$ cat config.mk
export PLATFORM = sky130hd
export DESIGN_NAME = pn3_queue
export DESIGN_NICKNAME = d
export VERILOG_FILES = /design/src/hw/rtl/pn3_queue.sv
export SDC_FILE = /design/constraint.sdc
export NUM_CORES = 1
export LEC_CHECK = 0
export BUFFER_PORTS_ARGS = -buffer_cell sky130_fd_sc_hd__buf_2
export CAP_MARGIN = 10
export CELL_PAD_IN_SITES_DETAIL_PLACEMENT = 0
export CELL_PAD_IN_SITES_GLOBAL_PLACEMENT = 1
export CORE_MARGIN = 2
export CORE_UTILIZATION = 47
export DETAILED_ROUTE_END_ITERATION = 6
export HOLD_SLACK_MARGIN = 0.03
export PLACE_DENSITY_LB_ADDON = 0.1
export SYNTH_ARGS = -nofsm -noshare
export SYNTH_HDL_FRONTEND = slang
export SYNTH_SLANG_ARGS = --single-unit
$ cat constraint.sdc
create_clock -name clk -period 2.8 [get_ports clk]
set_input_delay 0.14 -clock clk [delete_from_list [all_inputs] [get_ports clk]]
set_output_delay 0.14 -clock clk [all_outputs]
set_load 0.03 [all_outputs]
$ cat src/hw/rtl/pn3_queue.sv
module pn3_queue #(
  parameter int W     = 8,
  parameter int DEPTH = 4
) (
  input  logic         clk,
  input  logic         rst_n,
  input  logic         push,
  input  logic [W-1:0] din,
  output logic         full,
  input  logic         pop,
  output logic [W-1:0] dout,
  output logic         empty
);

  localparam int PW = $clog2(DEPTH);
  localparam int NW = $clog2(DEPTH + 1);

  logic [W-1:0]  mem_r [DEPTH];
  logic [PW-1:0] wp_r, wp_nxt;
  logic [PW-1:0] rp_r, rp_nxt;
  logic [NW-1:0] cnt_r, cnt_nxt;
  logic          do_push;
  logic          do_pop;

  assign full    = (cnt_r == NW'(DEPTH));
  assign empty   = (cnt_r == '0);
  assign do_push = push && !full;
  assign do_pop  = pop && !empty;
  assign dout    = mem_r[rp_r];

  always_comb begin
    wp_nxt  = do_push ? wp_r + 1'b1 : wp_r;
    rp_nxt  = do_pop ? rp_r + 1'b1 : rp_r;
    cnt_nxt = cnt_r + NW'(do_push) - NW'(do_pop);
  end

  always_ff @(posedge clk) begin
    if (!rst_n) begin
      wp_r  <= '0;
      rp_r  <= '0;
      cnt_r <= '0;
    end else begin
      wp_r  <= wp_nxt;
      rp_r  <= rp_nxt;
      cnt_r <= cnt_nxt;
    end
  end

  always_ff @(posedge clk) begin
    if (do_push) begin
      mem_r[wp_r] <= din;
    end
  end

endmodule

# Word-level counts from Yosys, hierarchy flattened
# Memories as Yosys holds them, arrays and structs flattened. A register that Yosys moved wholly into a read port is not among the register bits.
# Index checks and enable logic that the tools add are counted.
# word_totals
inputBits	12
output_inout_bits	10
n_memories	1
mem_bits_ro	0
ramBits	32
latchBits	0
reg_bits	7
word_cells	18
# op_classes
mux	4
bitwise	0
n_eq_ne	1
magnitude_cmp	0
addsub	4
n_shift	0
reduce_logical	5
n_div	0
multipliers	0
# mem_list
memory	words	width	read_ports	rd_clocked_by_memory_dff	wr	line	text
mem_r	4	8	1	1	1	18	logic [W-1:0] mem_r [DEPTH];
# op_table
op	count
adder 2 x 1 -> 2 bit, second input constant	2
2-to-1 mux 2 bit	2
adder 3 x 1 -> 3 bit	1
equality test 3 bit, second input constant	1
zero test 3 bit	1
subtractor 3 x 1 -> 3 bit	1
logical AND 1 bit	2
zero test 1 bit	2
2-to-1 mux 1 bit	2

# Logic depth before layout (Yosys ltp)
# logic_depth
word_depth	5
ltp_mapped	11
ltp_nobuf	10

# Worst setup path after synthesis
# No wires, ideal clock.
# synth_timing
kind	register to register
from	register cnt_r[1]
to	register cnt_r[2]
n_path_buf	0
stages_incl_launch_ff	10
required_ps	2685
arrival_ps	2271
slack_ps	414
setup_ps	115
path_cell_list	dfxtp_1 > nor3_2 > nor2b_1 > ha_1 > inv_1 > ha_1 > fa_1 > xnor2_1 > xnor2_1 > and2_1
# synth_rtl
item	line	text
from (decl)	21	logic [NW-1:0] cnt_r, cnt_nxt;
from (signal assigned)	45	cnt_r <= cnt_nxt;
zero test 3 bit	26	assign empty = (cnt_r == '0);
via empty	12	output logic empty
zero test 1 bit	28	assign do_pop = pop && !empty;
logical AND 1 bit	28	
via do_pop	23	logic do_pop;
subtractor 3 x 1 -> 3 bit	34	cnt_nxt = cnt_r + NW'(do_push) - NW'(do_pop);
# The timed path passes the listed nets, and every way through them passes these cells.
# A chain may end at the register's enable or synchronous reset.

# Final worst setup path
# layout_timing
from	register cnt_r[2]
to	register cnt_r[2]
# layout_between
elab_chain_cells	5
# layout_lines
item	line	text
equality test 3 bit	25	assign full = (cnt_r == NW'(DEPTH));
zero test 1 bit	27	assign do_push = push && !full;
logical AND 1 bit	27	
adder 3 x 1 -> 3 bit	34	
subtractor 3 x 1 -> 3 bit (*)	34	
# Every way passes the cells marked *; elsewhere a longest branch is shown, timed or not.

==> reports/qor.yml <==
power_and_ir_drop:
  vdd_drop_max_v: 0.000375
  power.leakage_nw: 0.724
  p_total_mw: 1.73
  power_density_mw_per_mm2: 880
placed_design:
  gp_congestion: 0.646
  numPortBuffers: 21
  dp_hpwl_um: 1560
  placed_area_mm2: 0.00179
route:
  dr.pass1.iters: 2
  vias: 837
  drtIter0Drc: 23
  routed_via_density: 4.84
  wirelength_um: 2300
  wl_per_cell_um: 13.3
  drtAntennaViolNets: 0
  drc_errors: 0
clock_network:
  cts_buffer_depth: 2
  insertion_delay_ps: 330
  clkTransAtPathRegs_ps: 120
  numCtsBuffers: 5
  clockRootBuffer: "clkbuf_4"
  cts_resized: 0
  post_cts_buffers: 0
  clock_sinks: 41
  cts_tree: "yes"
  cts_max_level: 2
status:
  status: "complete, no violations"
setup_path:
  setup.worst_path.end_class: "register"
  critPathKind: "reg2reg"
  worstPathArrival_ps: 2420
  startpoint_type: "register"
  cp_max_fo: 7
  cp_data_required_time_ps: 3040
global_routing:
  grt_pass1_wl_um: 3810
  grt_max_degree: 14
  grtUsageTotal: 0.133
  first_global_vias: 836
  grt_overflow: 0
  grt_antenna_before_repair: 0
synth:
  syn_area_mm2: 0.00164
  yosys_warnings: 0
  ys_seq_area_frac: 0.695
  ys_ff_latch: 41
  synth_area_per_cell_um2: 17.7
  ys_types: 20
  synth_nets: 112
  synthCells: 93
hold_path:
  holdCritPathClass: "in2reg"
sta:
  worst_slew_pin_slew_ps: 557
  fmax_mhz: 459
  fin_crit_sh: 0.778
  rsz0062_at_grt: "false"
  clock-skew-final_ps: 8.46
  tns_ps: 0
  hold_viol_final: 0
  finalCriticalPeriod_ps: 2180
  drv_slew: 0
  maxSlewHeadroom: 0.628
  setup_viol: 0
cells_and_area:
  final_cell_area_mm2: 0.00197
  syn_to_final_growth_pct: 20.0
  fin_nets: 145
  drive_gt1_frac: 0.315
  n_antenna_cell: 0
  nFillCells: 276
floorplan:
  initial_utilization: 0.492
  core_area_mm2: 0.00334
  die_area_mm2: 0.00398
  die_width_um: 63.1
  rows: 21
  die_h_um: 63.1
  io_pins: 22
job:
  maxCapViolations: 0
metrics by stage:
stage | instances | hold WS (ps) | setup slack, ps | utilization
3_3_place_gp | 157 | 351 | 652 | 0.536
3_5_place_dp | 157 | 356 | 621 | 0.536
6_report | 173 | 122 | 621 | 0.591
2_1_floorplan | 93 | 239 | 414 | -
5_1_grt | 173 | 119 | 442 | 0.591
4_1_cts | 173 | 113 | 599 | 0.591
sequential cells by signal, summed over array words and instances, names as in the netlist, named ones only:
register and cells:
cnt_r 3, mem_r 32, rp_r 2, wp_r 2
cell families after synthesis:
| kind of cell | synth area share |
|---|---|
| fa+ha+maj | 0.0579 |
| compound gates | 0.0137 |
| xor+xnor | 0.0107 |
| simple gates | 0.0724 |
| buf+inv | 0.0282 |
| mux | 0.122 |
| flops | 0.695 |
worst max-delay path, stage by stage, from the launching register on:
cell,delay [ps]
dfxtp_1,350
nor3b_2,160
nor2b_1,110
buf_4,150
inv_1,50
ha_1,260
inv_1,40
ha_1,180
fa_1,380
xnor2_1,150
xnor2_1,120
and2_1,150
synth_stat cells (all sizes together):
master	number	area share
dfxtp	9	0.11
mux2i	2	0.012
inv	6	0.014
nor3	1	0.0061
or3	1	0.0038
buf	2	0.0099
a21boi	1	0.0046
mux4	8	0.11
nor3b	1	0.0076
clkbuf	2	0.0046
nand4bb	1	0.0069
edfxtp	32	0.59
nand2	6	0.014
and2	7	0.027
xnor2	2	0.011
o21ai	3	0.0091
nor2b	2	0.0076
fa	1	0.012
ha	6	0.046
worst paths after layout:
path / cells after the start / start / endpoint / slack, ps
setup / recovery: 11 / cnt_r[2] / cnt_r[2] / 620
hold / removal: 3 / rst_n / wp_r[1] / 120
setup reg to reg: 11 / cnt_r[2] / cnt_r[2] / 620
hold reg to reg: 2 / rp_r[1] / rp_r[1] / 490
per-layer routing:
layer	global-route usage	up-vias	routed length, um
li1	-	408	-
met2	0.214	16	1200
met3	0.0321	5	89
met1	0.164	408	988
met5	0	-	0
met4	0.0750	0	29
cell type report:
class	instances	area, um2	area share
inverter	6	22.5	0.0114
timing repair buffer	30	193	0.0978
multi-input combinational	42	454	0.230
sequential	41	1140	0.579
tap	46	57.6	0.0292
clock inverter	3	65.1	0.0330
clock buffer	5	37.5	0.0190
report_power, final:
group	switching (mW)	internal [mW]	leakage, nW
clock	0.182	0.276	0.0552
sequential	0.0641	0.744	0.367
combinational	0.263	0.205	0.302
total	0.509	1.23	0.724
cell usage in the layout (no fill, tap or decap), types with 3 or more instances in the layout:
cell	count
and2_1	7
buf_2	21
clkbuf_4	5
dfxtp_1	9
dlygate4sd3_1	8
edfxtp_1	32
ha_1	6
inv_1	6
mux4_2	8
nand2_1	6
o21ai_0	3
what timing repair did:
action,CTS,global route
endpoints found under the hold margin,32,0
endpoints found under the setup margin,0,0
hold buffers,8,0
(Power assumes the default switching activity.)
