<file path="src/hw/rtl/pn3_pkg.sv">
package pn3_pkg;

  localparam int PERM_SIZE    = 256;
  localparam int FADE_ENTRIES = 1024;
  localparam int FRAC_BITS    = 16;
  localparam int COORD_W      = 24;
  localparam int CELL_W       = 8;
  localparam int FADE_W       = 16;
  localparam int FIDX_W       = $clog2(FADE_ENTRIES);
  localparam int OUT_W        = 17;
  localparam int OUT_MAX      = 65535;
  localparam int OUT_MIN      = -65536;
  localparam int IQ_DEPTH     = 4;
  localparam int OQ_DEPTH     = 4;

  // corner offset, gradient dot and lerp widths
  // a dot of two -1.0 offsets, both negated, reaches +2.0 exactly
  localparam int CW = FRAC_BITS + 1;
  localparam int GW = FRAC_BITS + 3;

  typedef logic [FADE_W-1:0] fade_tbl_t [FADE_ENTRIES];

  typedef struct packed {
    logic [CELL_W-1:0]    cell_x;
    logic [CELL_W-1:0]    cell_y;
    logic [CELL_W-1:0]    cell_z;
    logic [FRAC_BITS-1:0] frac_x;
    logic [FRAC_BITS-1:0] frac_y;
    logic [FRAC_BITS-1:0] frac_z;
    logic [FIDX_W-1:0]    fidx_x;
    logic [FIDX_W-1:0]    fidx_y;
    logic [FIDX_W-1:0]    fidx_z;
  } cls_t;

  typedef struct packed {
    logic vld;
    logic full;
  } qstat_t;

  localparam logic [7:0] PERM [PERM_SIZE] = '{
    8'd151, 8'd160, 8'd137, 8'd91,  8'd90,  8'd15,  8'd131, 8'd13,
    8'd201, 8'd95,  8'd96,  8'd53,  8'd194, 8'd233, 8'd7,   8'd225,
    8'd140, 8'd36,  8'd103, 8'd30,  8'd69,  8'd142, 8'd8,   8'd99,
    8'd37,  8'd240, 8'd21,  8'd10,  8'd23,  8'd190, 8'd6,   8'd148,
    8'd247, 8'd120, 8'd234, 8'd75,  8'd0,   8'd26,  8'd197, 8'd62,
    8'd94,  8'd252, 8'd219, 8'd203, 8'd117, 8'd35,  8'd11,  8'd32,
    8'd57,  8'd177, 8'd33,  8'd88,  8'd237, 8'd149, 8'd56,  8'd87,
    8'd174, 8'd20,  8'd125, 8'd136, 8'd171, 8'd168, 8'd68,  8'd175,
    8'd74,  8'd165, 8'd71,  8'd134, 8'd139, 8'd48,  8'd27,  8'd166,
    8'd77,  8'd146, 8'd158, 8'd231, 8'd83,  8'd111, 8'd229, 8'd122,
    8'd60,  8'd211, 8'd133, 8'd230, 8'd220, 8'd105, 8'd92,  8'd41,
    8'd55,  8'd46,  8'd245, 8'd40,  8'd244, 8'd102, 8'd143, 8'd54,
    8'd65,  8'd25,  8'd63,  8'd161, 8'd1,   8'd216, 8'd80,  8'd73,
    8'd209, 8'd76,  8'd132, 8'd187, 8'd208, 8'd89,  8'd18,  8'd169,
    8'd200, 8'd196, 8'd135, 8'd130, 8'd116, 8'd188, 8'd159, 8'd86,
    8'd164, 8'd100, 8'd109, 8'd198, 8'd173, 8'd186, 8'd3,   8'd64,
    8'd52,  8'd217, 8'd226, 8'd250, 8'd124, 8'd123, 8'd5,   8'd202,
    8'd38,  8'd147, 8'd118, 8'd126, 8'd255, 8'd82,  8'd85,  8'd212,
    8'd207, 8'd206, 8'd59,  8'd227, 8'd47,  8'd16,  8'd58,  8'd17,
    8'd182, 8'd189, 8'd28,  8'd42,  8'd223, 8'd183, 8'd170, 8'd213,
    8'd119, 8'd248, 8'd152, 8'd2,   8'd44,  8'd154, 8'd163, 8'd70,
    8'd221, 8'd153, 8'd101, 8'd155, 8'd167, 8'd43,  8'd172, 8'd9,
    8'd129, 8'd22,  8'd39,  8'd253, 8'd19,  8'd98,  8'd108, 8'd110,
    8'd79,  8'd113, 8'd224, 8'd232, 8'd178, 8'd185, 8'd112, 8'd104,
    8'd218, 8'd246, 8'd97,  8'd228, 8'd251, 8'd34,  8'd242, 8'd193,
    8'd238, 8'd210, 8'd144, 8'd12,  8'd191, 8'd179, 8'd162, 8'd241,
    8'd81,  8'd51,  8'd145, 8'd235, 8'd249, 8'd14,  8'd239, 8'd107,
    8'd49,  8'd192, 8'd214, 8'd31,  8'd181, 8'd199, 8'd106, 8'd157,
    8'd184, 8'd84,  8'd204, 8'd176, 8'd115, 8'd121, 8'd50,  8'd45,
    8'd127, 8'd4,   8'd150, 8'd254, 8'd138, 8'd236, 8'd205, 8'd93,
    8'd222, 8'd114, 8'd67,  8'd29,  8'd24,  8'd72,  8'd243, 8'd141,
    8'd128, 8'd195, 8'd78,  8'd66,  8'd215, 8'd61,  8'd156, 8'd180
  };

  // fade(i/d) = 6t^5 - 15t^4 + 10t^3 in Q0.16, round half up, evaluated at elaboration
  localparam longint unsigned FADE_D  = longint'(FADE_ENTRIES - 1);
  localparam longint unsigned FADE_D5 = FADE_D * FADE_D * FADE_D * FADE_D * FADE_D;

  function automatic fade_tbl_t gen_fade();
    fade_tbl_t       t;
    longint unsigned i;
    longint unsigned poly;
    longint unsigned num;
    longint unsigned q;
    longint unsigned rem;
    for (int n = 0; n < FADE_ENTRIES; n++) begin
      i    = longint'(n);
      poly = 6 * i * i + 10 * FADE_D * FADE_D - 15 * i * FADE_D;
      num  = i * i * i * poly;
      q    = num / FADE_D5;
      rem  = num % FADE_D5;
      for (int k = 0; k < 16; k++) begin
        rem = rem << 1;
        q   = q << 1;
        if (rem >= FADE_D5) begin
          rem = rem - FADE_D5;
          q   = q | 64'd1;
        end
      end
      if (rem >= FADE_D5 - rem) begin
        q = q + 1;
      end
      t[n] = (q > 65535) ? 16'hFFFF : q[15:0];
    end
    return t;
  endfunction

endpackage

</file>
<file path="src/hw/rtl/pn3_front.sv">
module pn3_front (
  input  logic                          clk,
  input  logic                          rst_n,
  input  logic                          in_push,
  output logic                          in_full,
  input  logic [pn3_pkg::COORD_W-1:0]   in_coord_x,
  input  logic [pn3_pkg::COORD_W-1:0]   in_coord_y,
  input  logic [pn3_pkg::COORD_W-1:0]   in_coord_z,
  input  logic                          q_full,
  output logic                          q_push,
  output pn3_pkg::cls_t                 q_item
);

  localparam int FB = pn3_pkg::FRAC_BITS;
  localparam int IW = pn3_pkg::FIDX_W;
  localparam int PRW = FB + IW;

  logic          vld_r, vld_nxt;
  pn3_pkg::cls_t item_r, item_nxt;
  logic          accept;

  function automatic logic [IW-1:0] fade_idx(input logic [FB-1:0] f);
    logic [PRW-1:0] p;
    p = {IW'(0), f} * PRW'(pn3_pkg::FADE_ENTRIES - 1);
    return p[PRW-1:FB];
  endfunction

  assign q_push  = vld_r && !q_full;
  assign in_full = vld_r && q_full;
  assign accept  = in_push && !in_full;
  assign q_item  = item_r;

  always_comb begin
    item_nxt.cell_x = pn3_pkg::CELL_W'(in_coord_x >> FB);
    item_nxt.cell_y = pn3_pkg::CELL_W'(in_coord_y >> FB);
    item_nxt.cell_z = pn3_pkg::CELL_W'(in_coord_z >> FB);
    item_nxt.frac_x = in_coord_x[FB-1:0];
    item_nxt.frac_y = in_coord_y[FB-1:0];
    item_nxt.frac_z = in_coord_z[FB-1:0];
    item_nxt.fidx_x = fade_idx(in_coord_x[FB-1:0]);
    item_nxt.fidx_y = fade_idx(in_coord_y[FB-1:0]);
    item_nxt.fidx_z = fade_idx(in_coord_z[FB-1:0]);
    if (accept) begin
      vld_nxt = 1'b1;
    end else if (q_push) begin
      vld_nxt = 1'b0;
    end else begin
      vld_nxt = vld_r;
    end
  end

  always_ff @(posedge clk) begin
    if (!rst_n) begin
      vld_r <= 1'b0;
    end else begin
      vld_r <= vld_nxt;
    end
  end

  always_ff @(posedge clk) begin
    if (accept) begin
      item_r <= item_nxt;
    end
  end

endmodule

</file>
<file path="config.mk">
export PLATFORM = sky130hd
export DESIGN_NAME = pn3_front
export DESIGN_NICKNAME = d
export VERILOG_FILES = /design/src/hw/rtl/pn3_pkg.sv /design/src/hw/rtl/pn3_front.sv
export SDC_FILE = /design/constraint.sdc
export NUM_CORES = 1
export LEC_CHECK = 0
export ABC_AREA = 1
export BUFFER_PORTS_ARGS = -buffer_cell sky130_fd_sc_hd__buf_2
export CAP_MARGIN = 0
export CORE_UTILIZATION = 60
export DETAILED_ROUTE_END_ITERATION = 10
export MAX_ROUTING_LAYER = met4
export PLACE_DENSITY = 0.86
export SLEW_MARGIN = 20
export SYNTH_ARGS = -nofsm -noshare
export SYNTH_HDL_FRONTEND = slang
export SYNTH_SLANG_ARGS = --single-unit
</file>
<file path="constraint.sdc">
create_clock -name clk -period 12.5 [get_ports clk]
set_input_delay 2.5 -clock clk [delete_from_list [all_inputs] [get_ports clk]]
set_output_delay 2.5 -clock clk [all_outputs]
set_load 0.02 [all_outputs]
</file>
; ---- Yosys cells after proc, flatten, opt, wreduce, memory -nomap -nowiden
; Index checks and enable logic that the tools add are counted.
[totals]
register_bits = 103
latchBits = 0
ramBits = 0
rom_bits = 0
input_bits = 76
out_inout_bits = 104
elab_cells = 21
memories = 0
[classes]
n_addsub = 0
multipliers = 3
div = 0
magnitude_cmp = 0
n_eq_ne = 0
n_shift = 0
muxes = 2
bitwise = 0
reduce_logical = 6
[ops]
columns = cell, count
row1 = $mul 16x10->26 const B, 3
row2 = $logic_and 1x1->1, 3
row3 = $logic_not 1->1, 2
row4 = $mux 1, 2
row5 = $reduce_bool 2->1, 1

; ---- Logic depth before layout (Yosys ltp)
; Gate-level depths: netlist (run 1).
[depth]
ltp_word = 4
ltp_mapped = 22
depth_no_buf = 22

; ---- Least setup slack after synthesis (run 1)
; OpenSTA, ideal clock, no wires.
[synth_path]
path_type = input to register
start = input port q_full
end = register item_r, in the netlist q_item[0] (enable)
setup_time_ps = 564
arrival_time_ps = 6940
t_required_ps = 11936
path_slack_ps = 4996
cell_stages = 3
n_path_buf = 0
path_cell_list = nand2_1 inv_1 nor2_1
[synth_between]
elab_chain_len = 3
[synth_lines]
columns = element, line
row1 = from (decl), pn3_front.sv:9  ; input logic q_full,
row2 = $logic_and 1x1->1, pn3_front.sv:29  ; assign in_full = vld_r && q_full;
row3 = net in_full, pn3_front.sv:5  ; output logic in_full,
row4 = $logic_not 1->1, pn3_front.sv:30  ; assign accept = in_push && !in_full;
row5 = $logic_and 1x1->1, pn3_front.sv:30
row6 = net accept, pn3_front.sv:20  ; logic accept;
row7 = to (signal assigned), pn3_front.sv:62  ; item_r <= item_nxt;
row8 = to (decl), pn3_front.sv:19  ; pn3_pkg::cls_t item_r, item_nxt;
; The timed path passes the listed nets, and every way through them passes these cells.
; A chain may end at the register's enable or synchronous reset.

==> reports/results.ini, run 1 <==
[synth]
synth_nets=2340
synth-seq-area-share_pct=20.0
syn_area_mm2=0.0154
synth_cells=1847
yosys_register_bits=103
ys.flop_type=edfxtp_1
synth_edf_count=102
synth_warnings=0
synthArstFlopShare_pct=0
synth_cell_types=22
avgSynthCellArea_um2=8.33

[drt]
num_vias=11600
wirelength_um=33500
viasPerCell=4.88
drt_iter0_markers=862
drcViolationCount=0
ant_nets=0
drt-wirelength-per-cell_um=14.1
drtPass1Iterations=5

[timing]
fmax_ghz=0.153
skew_ns=0.00808
setup_slack_ns=5.95
finalSetupTns_ns=0
report.final.setup_viol=0
tightest_slew_ns=0.819
slew_headroom_pct=45.4
rsz0062_at_grt=false
timing.final.hold_violations=0
min_period_ns=6.55
slew_viol_final=0
fin_crit_sh_pct=52.4

[critical_path]
cp.required_ns=12.62
cp_top_family=adder cells
start_kind=primary input
crit_chain=buf_2 > fa_1 > inv_1 > fa_1 > inv_1 > fa_1 > fa_1 > inv_1 > fa_1 > inv_1 > ha_1 > nand2_1 > nor2_1 > nand2_1 > nand3b_1 > nand4_1 > nand2_1
crit_slowest_cell=fa_1
end_kind=flop
crit_type=in2reg
slowest_delay_ns=0.60
critPathMostFrequentCell=fa_1
path_max_fanout=5
path_buf_inv=5
arrival_ns=6.67

[clock_tree]
clk_latency_ns=0.38
root_buffer=clkbuf_16
cts_made_buffers=9
cts_max_path_buffers=2
clk_pin_slew_worst_paths_ns=0.08
cts_hold_buffers=0
ctsResizeCount=0
htree_levels=3
post_cts_buffers=0
cts_tree=yes
cts_sinks=103

[global_routing]
grt_pass1_wl_um=57100
grt_max_degree=57
grt_antenna_before_repair=2
first_global_vias=12100
grt-ovfl-total=0
grt_usage_pct=28.9

[cells_and_area]
mostFrequentLayoutCells=inv_1, nand2_1, fa_1
multi_input_area_mm2=0.00999
seq_area_mm2=0.00308
fin_nets=2532
area_growth_pct=10.9
layout.cells.most_common=inv_1
drive_gt1_share_pct=10.3
fillers=1984

[die]
io_pins=180
core-area_mm2=0.0252
dieArea_mm2=0.0263
fp.dieH_um=162
start_util_pct=61.1
die_x_um=162
rows=58

[placement]
dp_hpwl_um=29300
place_congestion=0.978
dp_slack_ns=5.58
port_buffers=179

[run]
maxCapViolCount=0

[hold_path]
min_path_type=reg2reg

[run_status]
status=finished clean

[state kept, by name, indices dropped and copies added (netlist names)]
register  cells
q_item      102
vld_r         1
[layout make-up]
type / instances / area share, %
inverter: 619 / 13.6
clock inverter: 6 / 0.674
timing repair buffer: 181 / 5.34
sequential: 103 / 18.1
multi-input combinational: 1125 / 58.5
clock buffer: 10 / 1.34
antenna: 2 / 0.0293
tap: 330 / 2.42
[synth_stat cells, types with 5 or more instances]
| cell | count | area share [%] |
|---|---|---|
| ha_1 | 174 | 14 |
| nand3_1 | 44 | 1.4 |
| nand2_1 | 485 | 12 |
| nand3b_1 | 5 | 0.24 |
| xor2_1 | 5 | 0.28 |
| fa_1 | 243 | 32 |
| nor2_2 | 9 | 0.37 |
| edfxtp_1 | 102 | 20 |
| a21oi_1 | 39 | 1.3 |
| xnor2_1 | 6 | 0.34 |
| inv_1 | 619 | 15 |
| nor2_1 | 81 | 2.0 |
| nand4_1 | 19 | 0.77 |
[kinds of logic (layout without fill, tap and decap cells)]
logic type                 count (synthesis)  in the layout  synth area share [%]
other                                      0              2                     0
xor gates and xnor gates                  11             11                 0.626
AOI/OAI and AO/OA                         43             43                  1.43
buffers and inverters                    619            816                  15.1
and+or+nand+nor                          654            654                  17.1
adders and majority gates                417            417                  45.7
DFF                                      103            103                  20.0
[worst reg2reg max path, delay by kind of cell (launching register included)]
kind	cells	cell delay (ns)
AND/OR/NAND/NOR	2	0.16
flip-flops	1	0.32
buffers and inverters	2	0.67
[per-layer routing]
layer  part of all wire [%]  global-route usage [%]
met4                    2.6                    9.61
met2                     49                    48.0
met1                     43                    36.4
met5                      0                       -
met3                    5.4                    3.98
[through the flow]
stage          std cells  hold slack, ns  cell area (um^2)  utilization (%)
2_1_floorplan       1847           0.463             15400                -
3_3_place_gp        2358           0.470             16700             66.4
3_5_place_dp        2358           0.496             16700             66.4
4_1_cts             2374           0.507             17100             67.8
5_1_grt             2376           0.540             17100             67.8
6_report            2376           0.503             17100             67.8
[final timing paths]
check	start	end	slack [ns]	cells past startpoint
min	vld_r	vld_r	0.50	2
min reg2reg	vld_r	vld_r	0.50	2
max	in_coord_z[8]	q_item[5]	5.95	17
max reg2reg	vld_r	q_item[54]	10.90	4
Power of run 1 is not shown: default switching activity piles up to over one toggle a cycle in this logic, so the estimate is an artifact.
==> run 2: changes to the inputs <==
==> constraint.sdc (replaced) <==
create_clock -name clk -period 6.65 [get_ports clk]
set_input_delay 1.33 -clock clk [delete_from_list [all_inputs] [get_ports clk]]
set_output_delay 1.33 -clock clk [all_outputs]
set_load 0.02 [all_outputs]
==> reports/results.ini, run 2 (same netlist as run 1, synthesis figures left out) <==
[critical_path]
crit_slowest_cell=fa_1
slowest_delay_ns=0.63
cp_top_family=adder cells
crit_chain=buf_2 > inv_1 > fa_1 > inv_1 > fa_1 > fa_1 > fa_1 > inv_1 > fa_1 > inv_1 > ha_1 > nand2_1 > nor2_1 > nand2_1 > nand3b_1 > nand4_1 > nand2_1
path_max_fanout=5
cp.required_ns=6.77
path_buf_inv=5
crit_type=in2reg
critPathMostFrequentCell=fa_1
start_kind=primary input
end_kind=flop
arrival_ns=5.49

[timing]
tightest_slew_ns=0.816
fin_crit_sh_pct=80.7
slew_headroom_pct=45.6
skew_ns=0.0108
rsz0062_at_grt=false
timing.final.hold_violations=0
slew_viol_final=0
min_period_ns=5.37
report.final.setup_viol=0
fmax_ghz=0.186
finalSetupTns_ns=0
hold_ws_ns=0.502

[die]
dieArea_mm2=0.0263
start_util_pct=61.1
rows=58
fp.dieH_um=162
die_x_um=162
core-area_mm2=0.0252
io_pins=180

[global_routing]
grt_max_degree=57
grt_pass1_wl_um=57100
grt-ovfl-total=0
grt_antenna_before_repair=2
first_global_vias=12200
grt_usage_pct=28.8

[drt]
drtPass1Iterations=7
drcViolationCount=0
num_vias=11700
drt_iter0_markers=843
wirelength_um=33600
viasPerCell=4.92
drt-wirelength-per-cell_um=14.1
ant_nets=0

[placement]
dp_hpwl_um=29600
port_buffers=179
place_congestion=0.968

[clock_tree]
cts_hold_buffers=0
post_cts_buffers=0
clk_pin_slew_worst_paths_ns=0.08
cts_made_buffers=9
htree_levels=3
ctsResizeCount=0
cts_tree=yes
clk_latency_ns=0.36
root_buffer=clkbuf_16
cts_max_path_buffers=2
cts_sinks=103

[cells_and_area]
layout.cells.most_common=inv_1
drive_gt1_share_pct=10.3
largest_register_ffs=102
fin_nets=2532
area_growth_pct=10.8
mostFrequentLayoutCells=inv_1, nand2_1, fa_1

[run]
maxCapViolCount=0

[hold_path]
min_path_type=reg2reg

[run_status]
status=finished clean

[run 2: final cells by class]
cell class | instances | area (um^2)
sequential | 103 | 3080
antenna | 2 | 5.00
multi-input combinational | 1125 | 9990
tap | 330 | 413
fill | 2056 | 8130
clock inverter | 6 | 92.6
clock buffer | 10 | 229
inverter | 619 | 2320
timing repair buffer | 181 | 911
[run 2: path summary, 6_finish.rpt]
check / start / end / slack (ns) / cells after the start
min reg2reg: vld_r / vld_r / 0.50 / 2
min: vld_r / vld_r / 0.50 / 2
max reg2reg: vld_r / q_item[56] / 5.05 / 4
max: in_coord_z[9] / q_item[5] / 1.28 / 17
[run 2: worst min-delay path, cell delays in order (launching register included)]
cell,delay [ns]
dfxtp_1,0.32
nand2_1,0.07
a21boi_0,0.07
[run 2: routing by layer]
| layer | wire (um) | global-route usage (%) |
|---|---|---|
| met2 | 16900 | 49.0 |
| met1 | 14500 | 36.5 |
| met3 | 1650 | 3.45 |
| met5 | 0 | - |
| met4 | 591 | 7.80 |
[run 2: through the flow]
stage | instances | cell area (um^2) | setup WS (ns) | util (%)
after global routing | 2376 | 17100 | 1.03 | 67.7
after global placement | 2358 | 16700 | 0.938 | 66.4
after detailed placement | 2358 | 16700 | 0.922 | 66.4
final | 2376 | 17100 | 1.28 | 67.7
after floorplan | 1847 | 15400 | 0.316 | -
after CTS | 2374 | 17000 | 1.31 | 67.7
Power of run 2 is left out for the same reason.
==> run 3: changes to the inputs <==
--- a/config.mk
+++ b/config.mk
@@ -8,10 +8,10 @@
 export ABC_AREA = 1
 export BUFFER_PORTS_ARGS = -buffer_cell sky130_fd_sc_hd__buf_2
 export CAP_MARGIN = 0
-export CORE_UTILIZATION = 60
+export CORE_UTILIZATION = 55
 export DETAILED_ROUTE_END_ITERATION = 10
 export MAX_ROUTING_LAYER = met4
-export PLACE_DENSITY = 0.86
+export PLACE_DENSITY = 0.83
 export SLEW_MARGIN = 20
 export SYNTH_ARGS = -nofsm -noshare
 export SYNTH_HDL_FRONTEND = slang
==> constraint.sdc (replaced) <==
create_clock -name clk -period 4.3 [get_ports clk]
set_input_delay 0.86 -clock clk [delete_from_list [all_inputs] [get_ports clk]]
set_output_delay 0.86 -clock clk [all_outputs]
set_load 0.02 [all_outputs]
==> reports/results.ini, run 3 (same netlist as run 1, synthesis figures left out) <==
[run_status]
violations=negative setup slack
status=finished with violations

[drt]
viasPerCell=5.04
drtPass1Iterations=6
ant_nets=0
drcViolationCount=0
num_vias=13300
wirelength_um=43000
drt-wirelength-per-cell_um=16.4
drt_iter0_markers=994

[clock_tree]
root_buffer=clkbuf_16
cts_tree=yes
cts_made_buffers=9
cts_hold_buffers=0
cts_max_path_buffers=2
cts_sinks=103
clk_pin_slew_worst_paths_ns=0.09
clk_latency_ns=0.38
htree_levels=3

[run]
maxCapViolCount=0

[global_routing]
grt-ovfl-total=0
grt_usage_pct=30.5
first_global_vias=13900
grt_pass1_wl_um=65800
grt_max_degree=50
grt_antenna_before_repair=0

[critical_path]
reg2reg_depth=4
crit_slowest_cell=fa_2
arrival_ns=4.88
critPathMostFrequentCell=fa_1
path_max_fanout=4
end_kind=flop
cp.required_ns=4.43
crit_chain=buf_8 > clkinvlp_4 > fa_2 > inv_2 > fa_1 > fa_2 > fa_1 > inv_1 > fa_1 > inv_2 > ha_4 > nand2_8 > nor2_4 > nand2_2 > nor2_1 > o21ai_1 > nand4_1 > nand2_1
start_kind=primary input
r2r-start=vld_r
slowest_delay_ns=0.59
r2r_slack_ns=2.49
r2r_end=q_item[5]
crit_type=in2reg

[die]
rows=60
die_x_um=169
start_util_pct=56.6
dieArea_mm2=0.0287
core-area_mm2=0.0272
fp.dieH_um=169
io_pins=180

[cells_and_area]
diodes=0
layout.cells.most_common=inv_1
drive_gt1_share_pct=36.5
fillers=1763
final_area_mm2=0.0205
area_growth_pct=33.4
fin_nets=2744
mostFrequentLayoutCells=inv_1, nand2_1, buf_4
largest_register_ffs=102

[hold_path]
hp-start=vld_r
min_path_type=reg2reg
hold-path-endpoint=vld_r
hold_depth=2

[timing]
finalSetupTns_ns=-9.20
skew_ns=0.0102
slew_viol_final=0
slew_headroom_pct=46.3
fmax_ghz=0.211
timing.final.hold_violations=0
tightest_slew_ns=0.803
fin_crit_sh_pct=110
report.final.setup_viol=30
min_period_ns=4.75
rsz0062_at_grt=true
setup_slack_ns=-0.445

[placement]
placedInstanceArea_mm2=0.0187
port_buffers=179
place_congestion=1.00
dp_hpwl_um=32300

## run 3: worst max path at each step
stage / slack (ns) / cells after the start / end / from
2_1_floorplan: -0.36 / 17 / q_item[28] / in_coord_x[10]
3_3_place_gp: -0.77 / 19 / q_item[26] / in_coord_x[10]
3_5_place_dp: -0.85 / 18 / q_item[26] / in_coord_x[10]
4_1_cts: -0.29 / 18 / q_item[15] / in_coord_y[11]
5_1_grt: -0.61 / 18 / q_item[3] / in_coord_z[11]
6_report: -0.45 / 18 / q_item[3] / in_coord_z[11]
## run 3: final cells by class
| cell class | count | area (um^2) | share of cell area (%) |
|---|---|---|---|
| Timing Repair Buffer | 393 | 2740 | 13.3 |
| Multi-Input combinational cell | 1125 | 11600 | 56.4 |
| Clock buffer | 9 | 225 | 1.10 |
| Clock inverter | 7 | 88.8 | 0.433 |
| Sequential cell | 103 | 3080 | 15.0 |
| Tap cell | 372 | 465 | 2.27 |
| Inverter | 619 | 2350 | 11.4 |
## run 3: routing by layer
metal | track usage (%) | vias up | wire (um)
li1 | - | 6172 | -
met1 | 35.5 | 6411 | 16400
met2 | 53.2 | 530 | 22700
met3 | 4.36 | 139 | 2300
met4 | 12.3 | 0 | 1650
met5 | - | - | 0
## run 3: critical path: cells and delay by family
| kind | cells | cell delay, ns |
|---|---|---|
| and+or+nand+nor | 6 | 0.56 |
| buffers and inverters | 5 | 0.41 |
| adders and majority gates | 6 | 2.93 |
| AOI/OAI and AO/OA | 1 | 0.10 |
## run 3: what timing repair did
| action | CTS | global route |
|---|---|---|
| setup buffers | 13 | 7 |
| gates resized for setup | 235 | 216 |
| endpoints found under the setup margin | 30 | 30 |
| pin swaps | 93 | 105 |
## run 3: through the flow
step | std cells | hold WS, ns | setup WS, ns | utilization (%)
6_report | 2628 | 0.498 | -0.445 | 75.6
5_1_grt | 2628 | 0.543 | -0.614 | 75.6
4_1_cts | 2621 | 0.502 | -0.292 | 73.0
3_5_place_dp | 2592 | 0.489 | -0.848 | 68.8
3_3_place_gp | 2592 | 0.476 | -0.766 | 68.8
2_1_floorplan | 1847 | 0.463 | -0.355 | -
Power of run 3 is left out for the same reason.
